[config.mk]
export PLATFORM = sky130hd
export DESIGN_NAME = min_max_contrast_stretch
export DESIGN_NICKNAME = d
export VERILOG_FILES = /design/src/design/mmcs_pkg.sv /design/src/design/min_max_contrast_stretch.sv /design/src/design/mmcs_stats.sv /design/src/design/mmcs_div.sv
export SDC_FILE = /design/constraint.sdc
export NUM_CORES = 1
export LEC_CHECK = 0
export BUFFER_PORTS_ARGS = -buffer_cell sky130_fd_sc_hd__buf_2
export CAP_MARGIN = 20
export CORE_ASPECT_RATIO = 0.9
export CORE_MARGIN = 2
export CORE_UTILIZATION = 62
export CTS_CLUSTER_SIZE = 16
export DETAILED_ROUTE_END_ITERATION = 10
export PLACE_DENSITY = 0.93
export SETUP_SLACK_MARGIN = 0.1
export SYNTH_ARGS = -nofsm -noshare
export SYNTH_HDL_FRONTEND = slang
export SYNTH_SLANG_ARGS = --single-unit
[constraint.sdc]
create_clock -name clk -period 4.1 [get_ports clk]
set_input_delay 0.615 -clock clk [delete_from_list [all_inputs] [get_ports clk]]
set_output_delay 0.615 -clock clk [all_outputs]
set_load 0.03 [all_outputs]
[src/design/mmcs_pkg.sv]
`timescale 1ns / 1ps
`default_nettype none
// ----------------------------------------------------------------------------
// mmcs_pkg
// Shared types and constants for the min/max contrast stretch block.
// ----------------------------------------------------------------------------
package mmcs_pkg;

	localparam int PIX_W     = 8;
	localparam int NUM_W     = 17;          // 510*d + range, d <= range <= 255
	localparam int REM_W     = PIX_W + 1;   // remainder and divisor width
	localparam int DIV_STEPS = PIX_W;       // one quotient bit per cycle
	localparam int CNT_W     = $clog2(DIV_STEPS);

	localparam logic [PIX_W-1:0] MID_VAL = 8'd128;

	// tuser codes on the input side
	localparam logic CMD_GATHER  = 1'b0;
	localparam logic CMD_STRETCH = 1'b1;

	// running image statistics
	typedef struct packed {
		logic [PIX_W-1:0] lo;
		logic [PIX_W-1:0] hi;
		logic             any;
	} stats_t;

	// one stretch request handed to the divider
	typedef struct packed {
		logic [PIX_W-1:0] dc;      // pixel - min, clamped to range
		logic [PIX_W-1:0] range;   // max - min
		logic             flat;    // uniform or empty image
		logic             last;
	} div_req_t;

	// divider result and status
	typedef struct packed {
		logic             busy;
		logic             valid;
		logic [PIX_W-1:0] pixel;
		logic             last;
	} div_rsp_t;

endpackage
`default_nettype wire

[src/design/min_max_contrast_stretch.sv]
`timescale 1ns / 1ps
`default_nettype none
// ----------------------------------------------------------------------------
// min_max_contrast_stretch
// Two-pass linear contrast stretch of an 8-bit grey image.
// ----------------------------------------------------------------------------
// Stream the image twice: first with tuser = 0 to gather min and max (no
// output), then with tuser = 1 to get one stretched pixel per input pixel,
// round((p-min)*255/(max-min)) with halves rounded up, or 128 for a uniform
// or empty image. tlast on a stretch pixel clears the statistics. Gather
// items never hold tready low. A stretch item holds tready low after its
// acceptance while the block forms the numerator, runs the bit-serial
// divider (one quotient bit per step) and hands the result off into the
// output register; the next item is taken once tready is high again. A
// result that cannot be handed off because the previous one still waits on
// the master side keeps tready low for the length of that stall. The output
// register lets the divider start the next item while a result still waits
// on the master side.
// ----------------------------------------------------------------------------
module min_max_contrast_stretch (
	input  wire        clk,
	input  wire        arst_n,
	input  wire        s_axis_tvalid,
	output logic       s_axis_tready,
	input  wire  [7:0] s_axis_tdata,   // [7:0] pixel
	input  wire        s_axis_tuser,   // [0] cmd
	input  wire        s_axis_tlast,
	output logic       m_axis_tvalid,
	input  wire        m_axis_tready,
	output logic [7:0] m_axis_tdata,   // [7:0] pixel_out
	output logic       m_axis_tlast
);

	mmcs_pkg::stats_t   stats;
	mmcs_pkg::div_req_t req;
	mmcs_pkg::div_rsp_t rsp;

	logic                       s_acc;
	logic                       gather;
	logic                       stretch;
	logic [mmcs_pkg::PIX_W-1:0] range;
	logic [mmcs_pkg::PIX_W-1:0] diff;
	logic                       out_free;
	logic                       take;

	assign s_axis_tready = !rsp.busy;
	assign s_acc   = s_axis_tvalid && s_axis_tready;
	assign gather  = s_acc && (s_axis_tuser == mmcs_pkg::CMD_GATHER);
	assign stretch = s_acc && (s_axis_tuser == mmcs_pkg::CMD_STRETCH);

	mmcs_stats u_stats (
		.clk    (clk),
		.arst_n (arst_n),
		.upd    (gather),
		.clr    (stretch && s_axis_tlast),
		.pixel  (s_axis_tdata),
		.stats  (stats)
	);

	// offset from min, clamped to the range so the quotient stays in 8 bits
	assign range = stats.hi - stats.lo;
	assign diff  = (s_axis_tdata > stats.lo) ? (s_axis_tdata - stats.lo) : '0;

	always_comb begin
		req.range = range;
		req.dc    = (diff > range) ? range : diff;
		req.flat  = !stats.any || (stats.hi <= stats.lo);
		req.last  = s_axis_tlast;
	end

	mmcs_div u_div (
		.clk    (clk),
		.arst_n (arst_n),
		.start  (stretch),
		.req    (req),
		.take   (take),
		.rsp    (rsp)
	);

	// output register
	assign out_free = !m_axis_tvalid || m_axis_tready;
	assign take     = rsp.valid && out_free;

	always_ff @(posedge clk or negedge arst_n) begin
		if (!arst_n)
			m_axis_tvalid <= 1'b0;
		else if (out_free)
			m_axis_tvalid <= rsp.valid;
	end

	always_ff @(posedge clk) begin
		if (take) begin
			m_axis_tdata <= rsp.pixel;
			m_axis_tlast <= rsp.last;
		end
	end

endmodule
`default_nettype wire

[src/design/mmcs_stats.sv]
`timescale 1ns / 1ps
`default_nettype none
// ----------------------------------------------------------------------------
// mmcs_stats
// Tracks the smallest and largest gathered pixel of the current image.
// ----------------------------------------------------------------------------
module mmcs_stats (
	input  wire                       clk,
	input  wire                       arst_n,
	input  wire                       upd,     // gather item accepted
	input  wire                       clr,     // stretch item with last accepted
	input  wire [mmcs_pkg::PIX_W-1:0] pixel,
	output mmcs_pkg::stats_t          stats
);

	mmcs_pkg::stats_t stats_q;

	// min/max update, cleared at the end of a stretch pass
	always_ff @(posedge clk or negedge arst_n) begin
		if (!arst_n) begin
			stats_q.lo  <= '1;
			stats_q.hi  <= '0;
			stats_q.any <= 1'b0;
		end else if (clr) begin
			stats_q.lo  <= '1;
			stats_q.hi  <= '0;
			stats_q.any <= 1'b0;
		end else if (upd) begin
			stats_q.any <= 1'b1;
			if (!stats_q.any) begin
				stats_q.lo <= pixel;
				stats_q.hi <= pixel;
			end else begin
				if (pixel < stats_q.lo)
					stats_q.lo <= pixel;
				if (pixel > stats_q.hi)
					stats_q.hi <= pixel;
			end
		end
	end

	assign stats = stats_q;

endmodule
`default_nettype wire

[src/design/mmcs_div.sv]
`timescale 1ns / 1ps
`default_nettype none
// ----------------------------------------------------------------------------
// mmcs_div
// Bit-serial restoring divider: floor((510*dc + range) / (2*range)),
// one quotient bit per cycle, result held until taken.
// ----------------------------------------------------------------------------
module mmcs_div (
	input  wire                    clk,
	input  wire                    arst_n,
	input  wire                    start,
	input  wire mmcs_pkg::div_req_t req,
	input  wire                    take,
	output mmcs_pkg::div_rsp_t     rsp
);

	localparam logic [1:0] ST_IDLE = 2'd0;
	localparam logic [1:0] ST_LOAD = 2'd1;
	localparam logic [1:0] ST_RUN  = 2'd2;
	localparam logic [1:0] ST_DONE = 2'd3;

	logic [1:0]                    state_q;
	logic [mmcs_pkg::CNT_W-1:0]    cnt_q;
	mmcs_pkg::div_req_t            req_q;
	logic [mmcs_pkg::REM_W-1:0]    rem_q;   // partial remainder
	logic [mmcs_pkg::PIX_W-1:0]    nq_q;    // numerator low bits in, quotient out

	logic [mmcs_pkg::NUM_W-1:0]    num;
	logic [mmcs_pkg::REM_W-1:0]    dvs;
	logic [mmcs_pkg::REM_W:0]      shifted;
	logic [mmcs_pkg::REM_W:0]      trial;
	logic                          qbit;

	// numerator 510*dc + range as (dc<<9) - (dc<<1) + range
	assign num = {req_q.dc, 9'b0} - {8'b0, req_q.dc, 1'b0} + {9'b0, req_q.range};
	assign dvs = {req_q.range, 1'b0};

	// one restoring step
	assign shifted = {rem_q, nq_q[mmcs_pkg::PIX_W-1]};
	assign trial   = shifted - {1'b0, dvs};
	assign qbit    = !trial[mmcs_pkg::REM_W];

	// sequencer
	always_ff @(posedge clk or negedge arst_n) begin
		if (!arst_n) begin
			state_q <= ST_IDLE;
			cnt_q   <= '0;
		end else begin
			case (state_q)
				ST_IDLE: begin
					if (start)
						state_q <= ST_LOAD;
				end
				ST_LOAD: begin
					state_q <= ST_RUN;
					cnt_q   <= '0;
				end
				ST_RUN: begin
					cnt_q <= cnt_q + 1'b1;
					if (cnt_q == mmcs_pkg::CNT_W'(mmcs_pkg::DIV_STEPS - 1))
						state_q <= ST_DONE;
				end
				ST_DONE: begin
					if (take)
						state_q <= ST_IDLE;
				end
				default: state_q <= ST_IDLE;
			endcase
		end
	end

	// datapath
	always_ff @(posedge clk) begin
		if (state_q == ST_IDLE && start)
			req_q <= req;
		if (state_q == ST_LOAD) begin
			rem_q <= num[mmcs_pkg::NUM_W-1:mmcs_pkg::PIX_W];
			nq_q  <= num[mmcs_pkg::PIX_W-1:0];
		end else if (state_q == ST_RUN) begin
			rem_q <= qbit ? trial[mmcs_pkg::REM_W-1:0] : shifted[mmcs_pkg::REM_W-1:0];
			nq_q  <= {nq_q[mmcs_pkg::PIX_W-2:0], qbit};
		end
	end

	assign rsp.busy  = (state_q != ST_IDLE);
	assign rsp.valid = (state_q == ST_DONE);
	assign rsp.pixel = req_q.flat ? mmcs_pkg::MID_VAL : nq_q;
	assign rsp.last  = req_q.last;

endmodule
`default_nettype wire

Yosys cells after proc, flatten, opt, wreduce, memory -nomap -nowiden
Index checks and enable logic that the tools add are counted.
{ "op_classes": {"add_sub_neg": 6, "magnitude_cmp": 5, "eq_ne": 9, "n_mux": 17, "bitwise_logic": 1, "n_reduce_logical": 19} }
{ "ops": {"columns": ["op", "n"], "rows": [
  ["2-to-1 mux 8 bit", 6],
  ["2-to-1 mux 17 bit", 2],
  ["2-to-1 mux 9 bit", 3],
  ["greater-than comparator 8 bit", 3],
  ["adder 17 x 8 -> 17 bit", 1],
  ["subtractor 17 x 9 -> 17 bit", 1],
  ["2-to-1 mux 16 bit", 1],
  ["subtractor 8 bit", 2],
  ["subtractor 10 x 9 -> 10 bit", 1],
  ["<= comparator 8 bit", 1],
  ["< comparator 8 bit", 1],
  ["one-hot mux 2 bit (4 select lines)", 1],
  ["logical AND 1 bit", 6],
  ["2-to-1 mux 2 bit", 3],
  ["!= test 3 x 2 -> 1 bit, second input constant", 2],
  ["one-hot mux 3 bit (2 select lines)", 1],
  ["nonzero test 2 bit", 3],
  ["== test 2 bit, second input constant", 2],
  ["zero test 1 bit", 4],
  ["!= test 2 x 1 -> 1 bit, second input constant", 2],
  ["AND reduction 2 bit", 2],
  ["adder 3 x 1 -> 3 bit, second input constant", 1],
  ["== test 3 bit, second input constant", 1],
  ["AND reduction 3 bit", 1],
  ["other kinds (5)", 6]
]} }
{ "word_totals": {"ff_bits": 67, "output_inout_bits": 11, "wordCells": 71} }

Longest topological paths before layout
{ "depth": {"depth_word": 7, "depth_mapped": 17} }

Cells and area by module
Synthesis repeated with hierarchy kept, for this count alone.
{ "unflattened": {"hier_cells": 525, "hier_area_um2": 5252.5} }
{ "by_module_without_submodules": {"columns": ["module", "n_inst", "cells_per_inst", "area_each_um2", "seq_area_each_um2"], "rows": [
  ["mmcs_div", 1, 238, 2610.0, 1176.1],
  ["min_max_contrast_stretch", 1, 175, 1527.7, 295.3],
  ["mmcs_stats", 1, 112, 1114.8, 435.4]
]} }

Worst setup path after synthesis
OpenSTA, ideal clock, no wires.
{ "synth_timing": {"path_type": "input-to-reg", "startpoint": "input s_axis_tdata[0]", "endpoint": "register u_div.req_q[11] (netlist name), data pin", "arrival_time_ns": 3.414, "required_time_ns": 3.840, "path_slack_ns": 0.426, "stages": 17, "n_path_buf": 1, "path_cell_list": "inv_1 -> ha_1 -> fa_1 -> and2b_1 -> o21ai_2 -> a21oi_2 -> o21bai_1 -> o21bai_1 -> inv_1 -> ha_1 -> a21o_1 -> a21oi_1 -> nor2b_1 -> o22ai_1 -> o31a_1 -> buf_2 -> mux2_2"} }
{ "synth_rtl": {"columns": ["element", "line", "text"], "rows": [
  ["start: declaration", "min_max_contrast_stretch.sv:25", "input wire [7:0] s_axis_tdata,"],
  ["end signal: assignment", "mmcs_div.sv:75", "req_q <= req;"],
  ["end: declaration", "mmcs_div.sv:24", "mmcs_pkg::div_req_t req_q;"]
]} }

==> results.toml <==
[timing]
grt_setup_unrepaired = "no"
finalHoldViolations = 0
slew_headroom = 0.3985
slew_viol_final = 0
fmax_mhz = 257.0
min_period_over_period = 0.9491
fin_ws_ps = 208.7
setup_violations = 0
min_period_ps = 3891
skew_ps = 11.53
tns_ps = 0
holdWs_ps = 243.0
worst_slew_pin_slew_ps = 902.2

[detailed_routing]
wl_per_cell_um = 17.43
antenna_left = 0
drtIter0Drc = 209
routed_via_density = 6.169
remaining_drc_errors = 0
vias = 3763
first_pass_iters = 5
routed_wl_mm = 10.63

[layout]
n_antenna_cell = 0
layout_common_cells = "inv_1 (66), ha_1 (54), edfxtp_1 (44), nor2_1 (28), mux2i_1 (26)"
fillers = 549
synthToLayoutAreaGrowth_pct = 8.587
final_common_cell = "inv_1"
final_layout_size_suffix_gt1_frac = 0.1556
nets = 580

[synth]
synthArstFlopShare = 0.3433
synth-simple-area-share = 0.1274
netlist_instances = 478
synth_ff_type = "edfxtp_1"
yosysWarningCount = 0
yosys.area.top_type_share = 0.2707
synthMuxAreaShare = 0.08408
syn-mean-instance-area_um2 = 10.21
synth_compound_area_frac = 0.1438
synth_top_family_by_area = "adder cells"
synthTopCellsByArea = "edfxtp_1 (27%), ha_1 (14%), dfrtp_1 (7.7%)"
synth_xor_area_frac = 0.04665
syn_nets = 549
synth_edf_count = 44
synth_fa_ha_area_frac = 0.1507
synth_seq_cells = 67
synth-seq-area-share = 0.3907
yosysTopAreaCell = "edfxtp_1"
synthesis.area_um2 = 4881
yosys.cell_types.count = 57

[floorplan]
fp.coreArea_um2 = 7582
die_y_um = 88.18
row_count = 30
io_pins = 25
die_x_um = 97.53
dieArea_um2 = 8599
initial_core_util = 0.6437

[setup_path]
r2r_setup_slack_ps = 210
cp-start-kind = "register"
crit_fanout = 6
path_class = "reg2reg"
worstReg2RegEnd = "u_div.req_q[14]"
critPathLaunch = "u_stats.stats[9]"
end_kind = "register"
crit_end = "u_div.req_q[14]"
cp_data_arrival_time_ps = 3980
worstPathRequired_ps = 4190
reg2reg_from = "u_stats.stats[9]"
reg2regPathDepth = 14

[global_route]
grt_pass1_vias = 3913
grt_pass1_wl_mm = 17.64
overflow = 0
grt_max_degree = 25
track_usage = 0.2601
antenna_found_initial = 0

[clock_tree]
clock_sinks = 67
cts_resized = 0
path_clk_slew_ps = 70
cts_tree = "built"
cts_root_buf = "clkbuf_8"
clockBufferDepth = 2
cts_htree_levels = 3
post_cts_buffers = 0
clock_latency_ps = 340
cts_hold_repair.buffers = 0
numCtsBuffers = 9

[place]
dpl.hpwl_mm = 8.322
dpl_worst_slack_ps = 32.26
routabilityCongestion = 0.8788
port_buffers = 24

[job]
drv_cap = 0

[min_path]
min_path_type = "in2async"

[run_status]
outcome = "completed"
## final cells by class
cell class              instances  area [µm²]  share of cell area
multi-input cells             338        2701              0.5097
flip-flops and latches         67        1907              0.3598
inverters                      67       251.5             0.04745
repair buffers                 26       135.1             0.02550
clock buffers                  10       127.6             0.02408
well taps                      96       120.1             0.02266
clock inverters                 6       57.56             0.01086
## critical path, cell delays in order (launching register included)
cell	delay, ps
dfstp_2	560
ha_1	160
inv_1	50
fa_1	400
a21o_1	170
a21oi_1	260
nor2b_1	140
o22ai_1	190
xor2_1	310
ha_1	320
a21oi_1	150
nor2b_1	60
o22ai_1	150
o31a_1	330
mux2_2	380
## sequential cells by signal, summed over array words and instances (netlist names)
signal,flops
u_stats.stats,17
u_div.rem_q,9
u_div.req_q,9
m_axis_tdata,8
u_div.dvs,8
u_div.nq_q,8
u_div.cnt_q,3
u_div.state_q,2
m_axis_tlast,1
m_axis_tvalid,1
u_div.rsp,1
## synth_stat cells, types with 5 or more instances
cell and n:
dfstp_2 8, nor2b_1 14, ha_1 54, o21a_1 7, mux2_2 12, inv_1 66
nand2b_1 7, dfrtp_1 15, xor2_1 5, mux2i_1 26, nand4_1 8, edfxtp_1 44
a21oi_1 18, o21ai_0 25, o211ai_1 6, nand2_1 19, nor2_1 28, xnor2_1 21
nor3_1 8, nand3_1 14
## worst min-delay path by stage
stage            startpoint  slack [ps]                to
3_3_place_gp   u_div.rsp[0]         400      m_axis_tlast
6_report             arst_n         240  u_stats.stats[0]
2_1_floorplan        arst_n         320     m_axis_tvalid
4_1_cts              arst_n         240  u_stats.stats[0]
3_5_place_dp   u_div.rsp[0]         410      m_axis_tlast
5_1_grt              arst_n         270  u_stats.stats[0]
## kinds of logic (layout without fill, tap and decap cells)
family,count (synthesis),after routing
xor+xnor,26,26
buf+inv,73,109
simple gates,118,118
mux,39,39
compound gates,98,98
fa+ha+maj,57,57
flops,67,67
## stage by stage
step,std cells,util,area (µm²)
floorplan,478,-,4881
global placement,594,0.6741,5111
detailed placement,594,0.6741,5111
CTS,610,0.6985,5296
global route,610,0.6990,5300
finish,610,0.6990,5300
## metal layers
| layer | wire [µm] | vias up | share of wire | GRT usage |
|---|---|---|---|---|
| met1 | 4245 | 1820 | 0.40 | 0.2812 |
| met4 | 408 | 0 | 0.038 | 0.1225 |
| met5 | 0 | - | 0 | 0 |
| met3 | 441 | 44 | 0.041 | 0.05986 |
| met2 | 5538 | 122 | 0.52 | 0.4897 |
| li1 | - | 1777 | - | - |
Power is left out: the tool's default activity adds up to more than one toggle a clock period on the data nets, which glitch-free logic cannot reach.
